## config.mk

```make
export PLATFORM = sky130hd
export DESIGN_NAME = prefix_expression_evaluator_unit
export DESIGN_NICKNAME = d
export VERILOG_FILES = /design/src/hdl/pee_pkg.sv /design/src/hdl/pee_stack.sv /design/src/hdl/pee_alu.sv /design/src/hdl/prefix_expression_evaluator_unit.sv
export SDC_FILE = /design/constraint.sdc
export NUM_CORES = 2
export LEC_CHECK = 0
export BUFFER_PORTS_ARGS = -buffer_cell sky130_fd_sc_hd__buf_2
export CORE_MARGIN = 4
export CORE_UTILIZATION = 61
export CTS_CLUSTER_SIZE = 16
export DETAILED_ROUTE_END_ITERATION = 8
export HOLD_SLACK_MARGIN = 0.12
export PLACE_DENSITY_LB_ADDON = 0.3
export SYNTH_ARGS = -nofsm -noshare
export SYNTH_HDL_FRONTEND = slang
export SYNTH_SLANG_ARGS = --single-unit
```

## constraint.sdc

```tcl
create_clock -name clk -period 9.4 [get_ports clk]
set_input_delay 0.94 -clock clk [delete_from_list [all_inputs] [get_ports clk]]
set_output_delay 0.94 -clock clk [all_outputs]
set_load 0.02 [all_outputs]
```

## src/hdl/pee_pkg.sv

```systemverilog
`default_nettype none

package pee_pkg;

  localparam int unsigned DATA_W = 32;
  localparam int unsigned NUM_VARS = 6;
  localparam int unsigned CFG_IDX_W = 3;
  localparam int unsigned LEFT_W = 7;

  typedef logic [2:0] cmd_t;

  localparam cmd_t CMD_PUSH = 3'd0;
  localparam cmd_t CMD_ADD  = 3'd1;
  localparam cmd_t CMD_SUB  = 3'd2;
  localparam cmd_t CMD_MUL  = 3'd3;
  localparam cmd_t CMD_DIV  = 3'd4;
  localparam cmd_t CMD_POW  = 3'd5;

  typedef logic [1:0] status_t;

  localparam status_t ST_OK    = 2'd0;
  localparam status_t ST_OVER  = 2'd1;
  localparam status_t ST_UNDER = 2'd2;
  localparam status_t ST_DIVZ  = 2'd3;

  typedef struct packed {
    logic start;
    cmd_t op;
  } alu_req_t;

  typedef struct packed {
    logic done;
    logic div_zero;
  } alu_rsp_t;

endpackage

`default_nettype wire

```

## src/hdl/pee_stack.sv

```systemverilog
`default_nettype none

module pee_stack
  import pee_pkg::*;
#(
  parameter int unsigned DEPTH  = 64,
  parameter int unsigned ADDR_W = 6
) (
  input  logic                clk,
  input  logic                wr_en,
  input  logic [ADDR_W-1:0]   wr_addr,
  input  logic [DATA_W-1:0]   wr_data,
  input  logic                rd_en,
  input  logic [ADDR_W-1:0]   rd_addr,
  output logic [DATA_W-1:0]   rd_data
);

  logic [DATA_W-1:0] mem [DEPTH];

  always_ff @(posedge clk) begin
    if (wr_en) begin
      mem[wr_addr] <= wr_data;
    end
  end

  // Read data holds until the next read, so the sequencer can wait on it.
  always_ff @(posedge clk) begin
    if (rd_en) begin
      rd_data <= mem[rd_addr];
    end
  end

endmodule

`default_nettype wire

```

## src/hdl/pee_alu.sv

```systemverilog
`default_nettype none

module pee_alu
  import pee_pkg::*;
(
  input  logic              clk,
  input  logic              rst,
  input  alu_req_t          req,
  input  logic [DATA_W-1:0] opa,
  input  logic [DATA_W-1:0] opb,
  output alu_rsp_t          rsp,
  output logic [DATA_W-1:0] result
);

  typedef enum logic [4:0] {
    AL_IDLE = 5'b00001,
    AL_DIV  = 5'b00010,
    AL_FIX  = 5'b00100,
    AL_POWM = 5'b01000,
    AL_POWS = 5'b10000
  } alu_state_t;

  alu_state_t state;
  logic [DATA_W-1:0] quo;
  logic [DATA_W-1:0] rem;
  logic [DATA_W-1:0] dvs;
  logic [4:0]        cnt;
  logic              neg;
  logic [DATA_W-1:0] acc;
  logic [DATA_W-1:0] base;
  logic [DATA_W-1:0] ex;

  logic [DATA_W-1:0] mul_x;
  logic [DATA_W-1:0] mul_y;
  logic [DATA_W-1:0] prod;
  logic [DATA_W:0]   rem_sh;
  logic [DATA_W:0]   diff;
  logic [DATA_W-1:0] mag_a;
  logic [DATA_W-1:0] mag_b;

  // The single multiplier is shared by multiply and both power phases.
  always_comb begin
    unique case (state)
      AL_POWM: begin
        mul_x = acc;
        mul_y = base;
      end
      AL_POWS: begin
        mul_x = base;
        mul_y = base;
      end
      default: begin
        mul_x = opa;
        mul_y = opb;
      end
    endcase
  end

  assign prod   = mul_x * mul_y;
  assign rem_sh = {rem, quo[DATA_W-1]};
  assign diff   = rem_sh - {1'b0, dvs};
  assign mag_a  = opa[DATA_W-1] ? (~opa + 1'b1) : opa;
  assign mag_b  = opb[DATA_W-1] ? (~opb + 1'b1) : opb;

  always_ff @(posedge clk) begin
    if (rst) begin
      state        <= AL_IDLE;
      rsp.done     <= 1'b0;
      rsp.div_zero <= 1'b0;
    end else begin
      rsp.done     <= 1'b0;
      rsp.div_zero <= 1'b0;
      unique case (state)
        AL_IDLE: begin
          if (req.start) begin
            unique case (req.op)
              CMD_ADD: begin
                result   <= opa + opb;
                rsp.done <= 1'b1;
              end
              CMD_SUB: begin
                result   <= opa - opb;
                rsp.done <= 1'b1;
              end
              CMD_DIV: begin
                if (opb == '0) begin
                  result       <= '0;
                  rsp.done     <= 1'b1;
                  rsp.div_zero <= 1'b1;
                end else begin
                  quo   <= mag_a;
                  rem   <= '0;
                  dvs   <= mag_b;
                  neg   <= opa[DATA_W-1] ^ opb[DATA_W-1];
                  cnt   <= '1;
                  state <= AL_DIV;
                end
              end
              CMD_POW: begin
                // A zero or negative exponent gives one.
                if (opb[DATA_W-1] || opb == '0) begin
                  result   <= DATA_W'(1);
                  rsp.done <= 1'b1;
                end else begin
                  acc   <= DATA_W'(1);
                  base  <= opa;
                  ex    <= opb;
                  state <= AL_POWM;
                end
              end
              default: begin
                result   <= prod;
                rsp.done <= 1'b1;
              end
            endcase
          end
        end
        AL_DIV: begin
          if (!diff[DATA_W]) begin
            rem <= diff[DATA_W-1:0];
            quo <= {quo[DATA_W-2:0], 1'b1};
          end else begin
            rem <= rem_sh[DATA_W-1:0];
            quo <= {quo[DATA_W-2:0], 1'b0};
          end
          cnt <= cnt - 1'b1;
          if (cnt == '0) begin
            state <= AL_FIX;
          end
        end
        AL_FIX: begin
          result   <= neg ? (~quo + 1'b1) : quo;
          rsp.done <= 1'b1;
          state    <= AL_IDLE;
        end
        AL_POWM: begin
          if (ex[0]) begin
            acc <= prod;
          end
          if (ex[DATA_W-1:1] == '0) begin
            result   <= ex[0] ? prod : acc;
            rsp.done <= 1'b1;
            state    <= AL_IDLE;
          end else begin
            state <= AL_POWS;
          end
        end
        AL_POWS: begin
          base  <= prod;
          ex    <= ex >> 1;
          state <= AL_POWM;
        end
        default: begin
          state <= AL_IDLE;
        end
      endcase
    end
  end

endmodule

`default_nettype wire

```

## src/hdl/prefix_expression_evaluator_unit.sv

```systemverilog
// Push writes the operand to the stack. Add, subtract and multiply pop both
// operands and push the result; divide runs through the bit-serial divider; power
// alternates multiply and square steps on the shared multiplier for each exponent
// bit up to the top set bit. A last request adds a final pop plus any wait for the
// result register to drain. Reset clears the stack count, sticky status and
// variable registers; stack memory keeps its contents and needs no clearing pass.
`default_nettype none

module prefix_expression_evaluator_unit
  import pee_pkg::*;
#(
  parameter int unsigned STACK_DEPTH = 64
) (
  input  logic                        clk,
  input  logic                        rst,
  input  logic                        in_valid,
  output logic                        in_stall,
  input  logic [2:0]                  command,
  input  logic [2:0]                  var_index,
  input  logic                        last,
  output logic                        out_valid,
  input  logic                        out_stall,
  output logic signed [DATA_W-1:0]    result_value,
  output logic [1:0]                  status,
  output logic [LEFT_W-1:0]           leftover_entries,
  input  logic                        cfg_write,
  input  logic [CFG_IDX_W-1:0]        cfg_index,
  input  logic [DATA_W-1:0]           cfg_data
);

  localparam int unsigned ADDR_W = (STACK_DEPTH > 1) ? $clog2(STACK_DEPTH) : 1;
  localparam int unsigned CNT_W  = $clog2(STACK_DEPTH + 1);

  typedef enum logic [7:0] {
    S_IDLE = 8'b00000001,
    S_PUSH = 8'b00000010,
    S_POPA = 8'b00000100,
    S_POPB = 8'b00001000,
    S_EXEC = 8'b00010000,
    S_WAIT = 8'b00100000,
    S_FPOP = 8'b01000000,
    S_FOUT = 8'b10000000
  } state_t;

  state_t            state;
  state_t            state_next;
  logic [CNT_W-1:0]  count;
  logic [CNT_W-1:0]  count_next;
  logic [CNT_W-1:0]  count_dec;
  status_t           sticky;
  status_t           sticky_next;
  logic [DATA_W-1:0] vars [NUM_VARS];
  cmd_t              cmd_q;
  logic              last_q;
  logic [DATA_W-1:0] push_val;
  logic [DATA_W-1:0] opa;
  logic [DATA_W-1:0] opb;
  logic              pop_ok;

  logic              in_take;
  logic              out_free;
  logic              pop_en;
  logic              flag_en;
  status_t           flag_code;
  logic              stack_empty;
  logic              stack_full;
  logic              wr_en;
  logic              rd_en;
  logic [DATA_W-1:0] rd_data;
  logic [DATA_W-1:0] var_sel;
  alu_req_t          alu_req;
  alu_rsp_t          alu_rsp;
  logic [DATA_W-1:0] alu_result;
  logic              load_out;

  assign in_stall    = (state != S_IDLE);
  assign in_take     = in_valid && !in_stall;
  assign out_free    = !out_valid || !out_stall;
  assign stack_empty = (count == '0);
  assign stack_full  = (count == CNT_W'(STACK_DEPTH));
  assign count_dec   = count - CNT_W'(1);
  assign var_sel     = (var_index < CFG_IDX_W'(NUM_VARS)) ? vars[var_index] : '0;
  assign opb         = pop_ok ? rd_data : '0;

  always_comb begin
    state_next = state;
    count_next = count;
    pop_en     = 1'b0;
    flag_en    = 1'b0;
    flag_code  = ST_OK;
    wr_en      = 1'b0;
    alu_req    = '0;
    load_out   = 1'b0;
    unique case (state)
      S_IDLE: begin
        if (in_take) begin
          priority if (command == CMD_PUSH) begin
            state_next = S_PUSH;
          end else if (command <= CMD_POW) begin
            state_next = S_POPA;
          end else if (last) begin
            state_next = S_FPOP;
          end else begin
            state_next = S_IDLE;
          end
        end
      end
      S_PUSH: begin
        if (stack_full) begin
          flag_en   = 1'b1;
          flag_code = ST_OVER;
        end else begin
          wr_en      = 1'b1;
          count_next = count + CNT_W'(1);
        end
        state_next = last_q ? S_FPOP : S_IDLE;
      end
      S_POPA: begin
        pop_en     = 1'b1;
        state_next = S_POPB;
      end
      S_POPB: begin
        pop_en     = 1'b1;
        state_next = S_EXEC;
      end
      S_EXEC: begin
        alu_req.start = 1'b1;
        alu_req.op    = cmd_q;
        state_next    = S_WAIT;
      end
      S_WAIT: begin
        if (alu_rsp.done) begin
          if (alu_rsp.div_zero) begin
            flag_en   = 1'b1;
            flag_code = ST_DIVZ;
          end
          state_next = S_PUSH;
        end
      end
      S_FPOP: begin
        pop_en     = 1'b1;
        state_next = S_FOUT;
      end
      S_FOUT: begin
        if (out_free) begin
          load_out   = 1'b1;
          count_next = '0;
          state_next = S_IDLE;
        end
      end
      default: begin
        state_next = S_IDLE;
      end
    endcase

    // A pop from an empty stack yields zero and raises underflow.
    if (pop_en) begin
      if (stack_empty) begin
        flag_en   = 1'b1;
        flag_code = ST_UNDER;
      end else begin
        count_next = count_dec;
      end
    end
  end

  assign rd_en = pop_en && !stack_empty;

  always_comb begin
    sticky_next = sticky;
    if (load_out) begin
      sticky_next = ST_OK;
    end else if (flag_en && sticky == ST_OK) begin
      sticky_next = flag_code;
    end
  end

  always_ff @(posedge clk) begin
    if (rst) begin
      state     <= S_IDLE;
      count     <= '0;
      sticky    <= ST_OK;
      out_valid <= 1'b0;
      for (int i = 0; i < NUM_VARS; i++) begin
        vars[i] <= '0;
      end
    end else begin
      state  <= state_next;
      count  <= count_next;
      sticky <= sticky_next;
      if (load_out) begin
        out_valid <= 1'b1;
      end else if (!out_stall) begin
        out_valid <= 1'b0;
      end
      if (cfg_write && cfg_index < CFG_IDX_W'(NUM_VARS)) begin
        vars[cfg_index] <= cfg_data;
      end
    end
  end

  always_ff @(posedge clk) begin
    if (in_take) begin
      cmd_q    <= command;
      last_q   <= last;
      push_val <= var_sel;
    end
    if (state == S_WAIT && alu_rsp.done) begin
      push_val <= alu_result;
    end
    if (pop_en) begin
      pop_ok <= !stack_empty;
    end
    if (state == S_POPB) begin
      opa <= pop_ok ? rd_data : '0;
    end
    if (load_out) begin
      result_value     <= pop_ok ? rd_data : '0;
      status           <= sticky;
      leftover_entries <= LEFT_W'(count);
    end
  end

  pee_stack #(
    .DEPTH  (STACK_DEPTH),
    .ADDR_W (ADDR_W)
  ) u_stack (
    .clk     (clk),
    .wr_en   (wr_en),
    .wr_addr (count[ADDR_W-1:0]),
    .wr_data (push_val),
    .rd_en   (rd_en),
    .rd_addr (count_dec[ADDR_W-1:0]),
    .rd_data (rd_data)
  );

  pee_alu u_alu (
    .clk    (clk),
    .rst    (rst),
    .req    (alu_req),
    .opa    (opa),
    .opb    (opb),
    .rsp    (alu_rsp),
    .result (alu_result)
  );

  a_count_bound: assert property (@(posedge clk) disable iff (rst)
    count <= CNT_W'(STACK_DEPTH))
    else $error("stack count above depth");

  a_clear_after_result: assert property (@(posedge clk) disable iff (rst)
    load_out |=> (count == '0) && (sticky == ST_OK))
    else $error("stack or status not cleared after result");

  a_alu_done_in_wait: assert property (@(posedge clk) disable iff (rst)
    alu_rsp.done |-> (state == S_WAIT))
    else $error("arithmetic unit finished outside wait state");

  a_result_from_final: assert property (@(posedge clk) disable iff (rst)
    $rose(out_valid) |-> $past(state == S_FOUT))
    else $error("result raised outside the final pop");

  a_write_not_full: assert property (@(posedge clk) disable iff (rst)
    wr_en |-> !stack_full)
    else $error("stack write while full");

endmodule

`default_nettype wire

```

Word level (Yosys, flattened, before mapping). Memory sizes are Yosys's and may differ from the RTL's. A register that Yosys moved wholly into a read port is not among the register bits. Index checks and enable logic that the tools add are counted.

Register bits: 365. Bits in writable memories: 2240. Input port bits: 47. Output and inout port bits: 43. Logic and storage cells: 217. Memories: 2.

Memory list: u_stack.mem (words 64, width 32, rd ports 1, clocked after memory_dff 1, wr ports 1, line pee_stack.sv:18) `logic [DATA_W-1:0] mem [DEPTH];`; vars (words 6, width 32, rd ports 1, clocked after memory_dff 0, wr ports 6, line prefix_expression_evaluator_unit.sv:52) `logic [DATA_W-1:0] vars [NUM_VARS];`.

Add/subtract/negate cells: 9. $mul: 1. Order comparisons: 3. Eq/ne operators: 35. Mux-type cells: 99. Bitwise gates (word level): 9. Reduce and logical (&&, ||, !) cells: 34.

Operators with widths (count): 2-to-1 mux 32 bit (29); case mux 32 bit (2 select lines) (6); case mux 32 bit (4 select lines) (1); adder 32 x 1 -> 32 bit (second input constant) (3); inverter 32 bit (3); case mux 32 bit (3 select lines) (1); case mux 8 bit (8 select lines) (1); 2-to-1 mux 7 bit (8); 2-to-1 mux 5 bit (8); subtractor 33 x 32 -> 33 bit (1); adder 32 bit (1); zero test 32 bit (1); multiplier 32 x 32 -> 32 bit (1); OR reduction 32 bit (1); subtractor 32 bit (1); zero test 31 bit (1); 2-to-1 mux 31 bit (1); 2-to-1 mux 1 bit (25); AND reduction 5 bit (5); 2-to-1 mux 8 bit (3); case mux 5 bit (2 select lines) (2); case mux 5 bit (4 select lines) (1); inequality test 2 bit (second input constant) (7); case mux 7 bit (2 select lines) (1); other kinds (48) (78).

Logic depth before layout (Yosys ltp).
Word-level depth: 7. Depth in mapped cells: 35.

Modules after synthesis. Synthesis repeated with hierarchy kept, for this count alone.

Cell total of the unflattened synthesis: 7988. Area total of the unflattened synthesis: 124849.7 um^2.

By module, submodules not included: pee_stack (times used 1, cells each 3511, area each 79359.9 um^2, seq. area each 62459.9 um^2); pee_alu (times used 1, cells each 3532, area each 32087.0 um^2, seq. area each 7046.8 um^2); prefix_expression_evaluator_unit (times used 1, cells each 945, area each 13402.9 um^2, seq. area each 9429.0 um^2).

Worst setup path after synthesis. OpenSTA, ideal clock, no wires.

Kind: register to register. From: reg u_alu.state[4]. To: reg u_alu.result[24] (data pin). Data arrival time: 8.404 ns. Required time: 9.141 ns. Slack: 0.737 ns. Cell stages (with the launch flop): 31. Buffers on the path: 5. Path through: dfxtp_1 -> nor2_1 -> and3_1 -> buf_6 -> buf_2 -> buf_2 -> buf_1 -> a221oi_1 -> clkbuf_1 -> nor2_1 -> fa_1 -> inv_1 -> fa_1 -> fa_1 -> fa_1 -> inv_1 -> ha_1 -> ha_1 -> fa_1 -> fa_1 -> ha_1 -> a2111o_1 -> a211oi_1 -> nor4_1 -> o41ai_1 -> o21ai_1 -> a21o_1 -> a21oi_1 -> xnor2_1 -> a22o_1 -> a211o_1.

Word-level cells in the longest chain between the ends: 7. Elaborated cells between the ends (all ways): 13.

RTL lines: start: declaration (line pee_alu.sv:23) `alu_state_t state;`; start signal: assignment (line pee_alu.sv:67) `state <= AL_IDLE;`; start signal: assignment (line pee_alu.sv:96) `state <= AL_DIV;`; start signal: assignment (line pee_alu.sv:108) `state <= AL_POWM;`; equality test 5 bit / equality test 5 x 4 -> 1 bit (equally long branches) (line pee_alu.sv:43, pee_alu.sv:73); OR reduction 2 bit (no line); 2-to-1 mux 32 bit (line pee_alu.sv:43) `unique case (state)`; multiplier 32 x 32 -> 32 bit (line pee_alu.sv:59) `assign prod = mul_x * mul_y;`; case mux 32 bit (4 select lines) / 2-to-1 mux 32 bit (equally long branches); 2-to-1 mux 32 bit (on tied branches) (line pee_alu.sv:75, pee_alu.sv:140); case mux 32 bit (3 select lines) (*) (line pee_alu.sv:73) `unique case (state)`; end signal: assignment (line pee_alu.sv:78) `result <= opa + opb;`; end signal: assignment (line pee_alu.sv:82) `result <= opa - opb;`; end signal: assignment (line pee_alu.sv:112) `result <= prod;`; end: declaration (line pee_alu.sv:12) `output logic [DATA_W-1:0] result`.

Every way passes the cells marked *; elsewhere a longest branch is shown, timed or not. The select of a mux whose other input is x is not followed. A chain may end at the register's enable or synchronous reset.

Worst setup path in the final report.
From: reg pop_ok. To: reg u_alu.result[27] (data pin).

Word-level cells in the longest chain between the ends: 6. Elaborated cells between the ends (all ways): 10.

RTL lines: start: declaration (line prefix_expression_evaluator_unit.sv:58) `logic pop_ok;`; start signal: assignment (line prefix_expression_evaluator_unit.sv:212) `pop_ok <= !stack_empty;`; 2-to-1 mux 32 bit (*); named net opb[3] (line prefix_expression_evaluator_unit.sv:57) `logic [DATA_W-1:0] opb;`; 2-to-1 mux 32 bit (line pee_alu.sv:43); multiplier 32 x 32 -> 32 bit (line pee_alu.sv:59); case mux 32 bit (4 select lines) / 2-to-1 mux 32 bit (equally long branches); 2-to-1 mux 32 bit (on tied branches) (line pee_alu.sv:75, pee_alu.sv:140); case mux 32 bit (3 select lines) (*) (line pee_alu.sv:73).

Mark *: on every way through the listed nets, which the timed path passes. The rest lies on a longest branch. The select of a mux whose other input is x is not followed.

==> impl_results.md <==
- Worst IR drop on VDD: 0.279 mV
- Net count, final: around 8.4k
- Placed insts: 10.2k
- Post-synth top flop: edfxtp_1
- Die width: about 460 um
- Vias in the first global route: ~74k
- Global-route wire length before repair: around 550000 um
- Clk root buf: clkbuf_16
- Total Neg Setup Slack: 0 ns
- GRT Util Overall: approximately 37%
- Layout cell share with drive strength beyond 1: 20.0%
- Commonest non-fill, non-tap cells in the layout: 2612 x edfxtp_1, 704 x mux4_2, 658 x nor2_1, 561 x inv_1, 503 x nand2_1
- Average routed wire per standard cell: roughly 36 um
- Synth Area in XOR/XNOR: 1.87%
- Drc violations: 0
- Fin cells: 10.7k
- Post-DP Area: approximately 130000 um2
- Power Density: roughly 190 nW/um2
- Row count: approximately 170
- Grt total ovfl: 0
- Status: complete, no violations
- Core ar.: just over 200000 um2
- H-tree Lvls: 5
- Static Leak: 47.0 nW
- Critical path's slowest cell: fa_1
- Post-Place Worst Slack: between 0.3 and 0.4 ns
- Area share of fa/ha/maj cells after synthesis: 8.57%
- Final Cycle Share: a little over nine tenths
- Design Area, Final: 138000 um2
- RSZ-0062 raised after global routing: false
- Worst-path clk slew: 0.06 ns
- Maximum clock frequency: about 110 MHz
- Crit-path max FO: 82
- Final setup violation count: 0
- Routability cong.: 1.01
- Crit path capture type: flop
- Commonest non-fill, non-tap cell in the layout: edfxtp_1
- Inserted Clock Buffers: about 280
- Via/cell ratio: slightly below 7
- Final clock skew: about 0.12 ns
- Most used cell, CP: fa_1
- Worst slew pin tran: 1.34 ns
- Clk buf depth: 4
- Arrival @ worst endpoint: 9.77 ns
- Compound-Gate Fraction of Synth Area: under 10%
- Yosys Warn Count: 0
- Max-cap violations: 0
- Main combinational cell family by area after synthesis: multiplexers
- Hold-fix buffers, CTS: 0
- Max incr delay on CP: 0.55 ns
- EDFF count, synth: ~2.6k
- Area growth, synth to finish: 11.2%
- Post-route ant nets: 0
- HPWL Detailed: roughly 230000 um
- Clock Sinks: roughly 2.6k
- Die ar.: between 200000 and 250000 um2
- Port-buffer cells: 89
- Yosys cell types: 90
- Final Hold Vio Count: 0
- DR iter-0 viols: around 12k
- Synth Cell Area: ~120000 um2
- WL final: between 300000 and 400000 um
- CP Launch Type: flop
- Synthesis-stage register bit count: around 2.6k
- Antenna violations before repair: 31
- Post-Synth Simple-Gate Area: 5.48%
- Net Count, Synth: about 8.2k
- Register area share after synthesis: between 60% and 70%
- Max-slew headroom: a little over a tenth
- CP Class: reg2reg
- Top-Level Pins: 90
- Pin count of the biggest net entering global routing: ~130
- Routed vias: roughly 74k
- Pins Over Slew Limit: 0
- CTS tree: built
- Required time worst endpoint: around 10 ns
- Post-Synthesis Cells: 7509
- Setup WS post-layout: 0.269 ns
- Die height: ~460 um
- DR pass1 iterations: 9
- Synth Area per Inst: 16.5 um2
- Min Tclk post-route: a little over 9 ns
- Async SR Flop Fraction: 0%
- Initial Utilization: 61.2%
- Mux cell area share after synthesis: about 14%
- Hold Path Class: in2reg
- Clk_lat worst skew: 0.97 ns
==> area by class of cell <==
| class | count | area (um2) |
|---|---|---|
| Multi-Input combinational cell | 3943 | 42100 |
| Fill cell | 12800 | 64400 |
| Antenna cell | 10 | 25.0 |
| Tap cell | 2672 | 3340 |
| Inverter | 561 | 2110 |
| Clock inverter | 121 | 1040 |
| Sequential cell | 2637 | 78900 |
| Clock buffer | 343 | 7410 |
| Timing Repair Buffer | 370 | 2750 |
==> critical path: cells and delay by family, from the launching register on <==
family,cells,cell delay (ns)
adders and majority gates,9,4.33
AOI/OAI and AO/OA,8,1.90
buffers and inverters,7,1.10
and+or+nand+nor,4,0.81
DFF,1,0.42
xor gates and xnor gates,1,0.22
==> final timing paths <==
path	start	end	slack [ns]	cells past startpoint
setup / recovery	pop_ok$_DFFE_PN_	u_alu.result[27]$_DFFE_PP_	0.27	29
hold / removal	last	last_q$_DFFE_PP_	0.25	1
setup reg to reg	pop_ok$_DFFE_PN_	u_alu.result[27]$_DFFE_PP_	0.27	29
hold reg to reg	u_alu.ex[17]$_DFFE_PP_	u_alu.ex[16]$_DFFE_PP_	0.52	2
==> synth_stat cells, types with 41 or more instances <==
cell | n | area share, %
xnor2_1 | 191 | 1.4
mux2i_1 | 90 | 0.73
edfxtp_1 | 2612 | 63
and2_1 | 48 | 0.24
o21ai_0 | 166 | 0.67
ha_1 | 192 | 1.9
nor3_1 | 45 | 0.18
nand2_1 | 506 | 1.5
a21oi_1 | 153 | 0.62
o21a_1 | 47 | 0.29
xor2_1 | 67 | 0.47
inv_1 | 561 | 1.7
nand2b_1 | 52 | 0.26
nand3_1 | 41 | 0.17
buf_1 | 64 | 0.19
fa_1 | 410 | 6.6
mux4_2 | 704 | 13
a21o_1 | 50 | 0.30
clkbuf_1 | 282 | 0.86
nor2_1 | 723 | 2.2
==> registers in the layout, indices dropped and copies added, names as in the netlist, 7 cells and up <==
name and flops:
leftover_entries 7, u_alu.acc 32, u_alu.result 32, u_stack.rd_data 32
u_alu.dvs 32, u_stack.mem 2048, u_alu.ex 32, opa 32
vars 192, result_value 32, u_alu.rem 32, u_alu.base 32
state 8, count 7, u_alu.quo 32, push_val 32
==> routing by layer <==
layer	track usage [%]	up-vias	routed length, um
met2	59.4	5806	186000
met1	47.8	37500	130000
met4	20.3	14	26300
li1	-	28900	-
met3	8.15	1277	42300
met5	0	-	97
==> cell families after synthesis <==
logic type | Yosys count
and+or+nand+nor | 1578
adders and majority gates | 602
DFF | 2637
xor gates and xnor gates | 261
buffers and inverters | 930
muxes | 798
AOI/OAI and AO/OA | 703
==> stage by stage <==
stage	hold slack [ns]	util, %	total power, W
5_1_grt	0.221	68.1	0.0269
6_report	0.247	68.1	0.0262
2_1_floorplan	0.422	-	0.0149
3_3_place_gp	0.500	63.9	0.0156
4_1_cts	0.195	68.1	0.0262
3_5_place_dp	0.476	63.9	0.0157
==> power by group <==
part | internal, W | switching, W
clock network | 0.00609 | 0.00456
registers | 0.0132 | 0.0000303
logic | 0.000774 | 0.00151
total | 0.0201 | 0.00610
==> what timing repair did <==
item | CTS | global route
hold endpoints to repair | 0 | 0
buffers inserted | 0 | 3
gates resized for setup | 0 | 5
setup endpoints to repair | 0 | 4
Power figures use the tool's default switching activity.
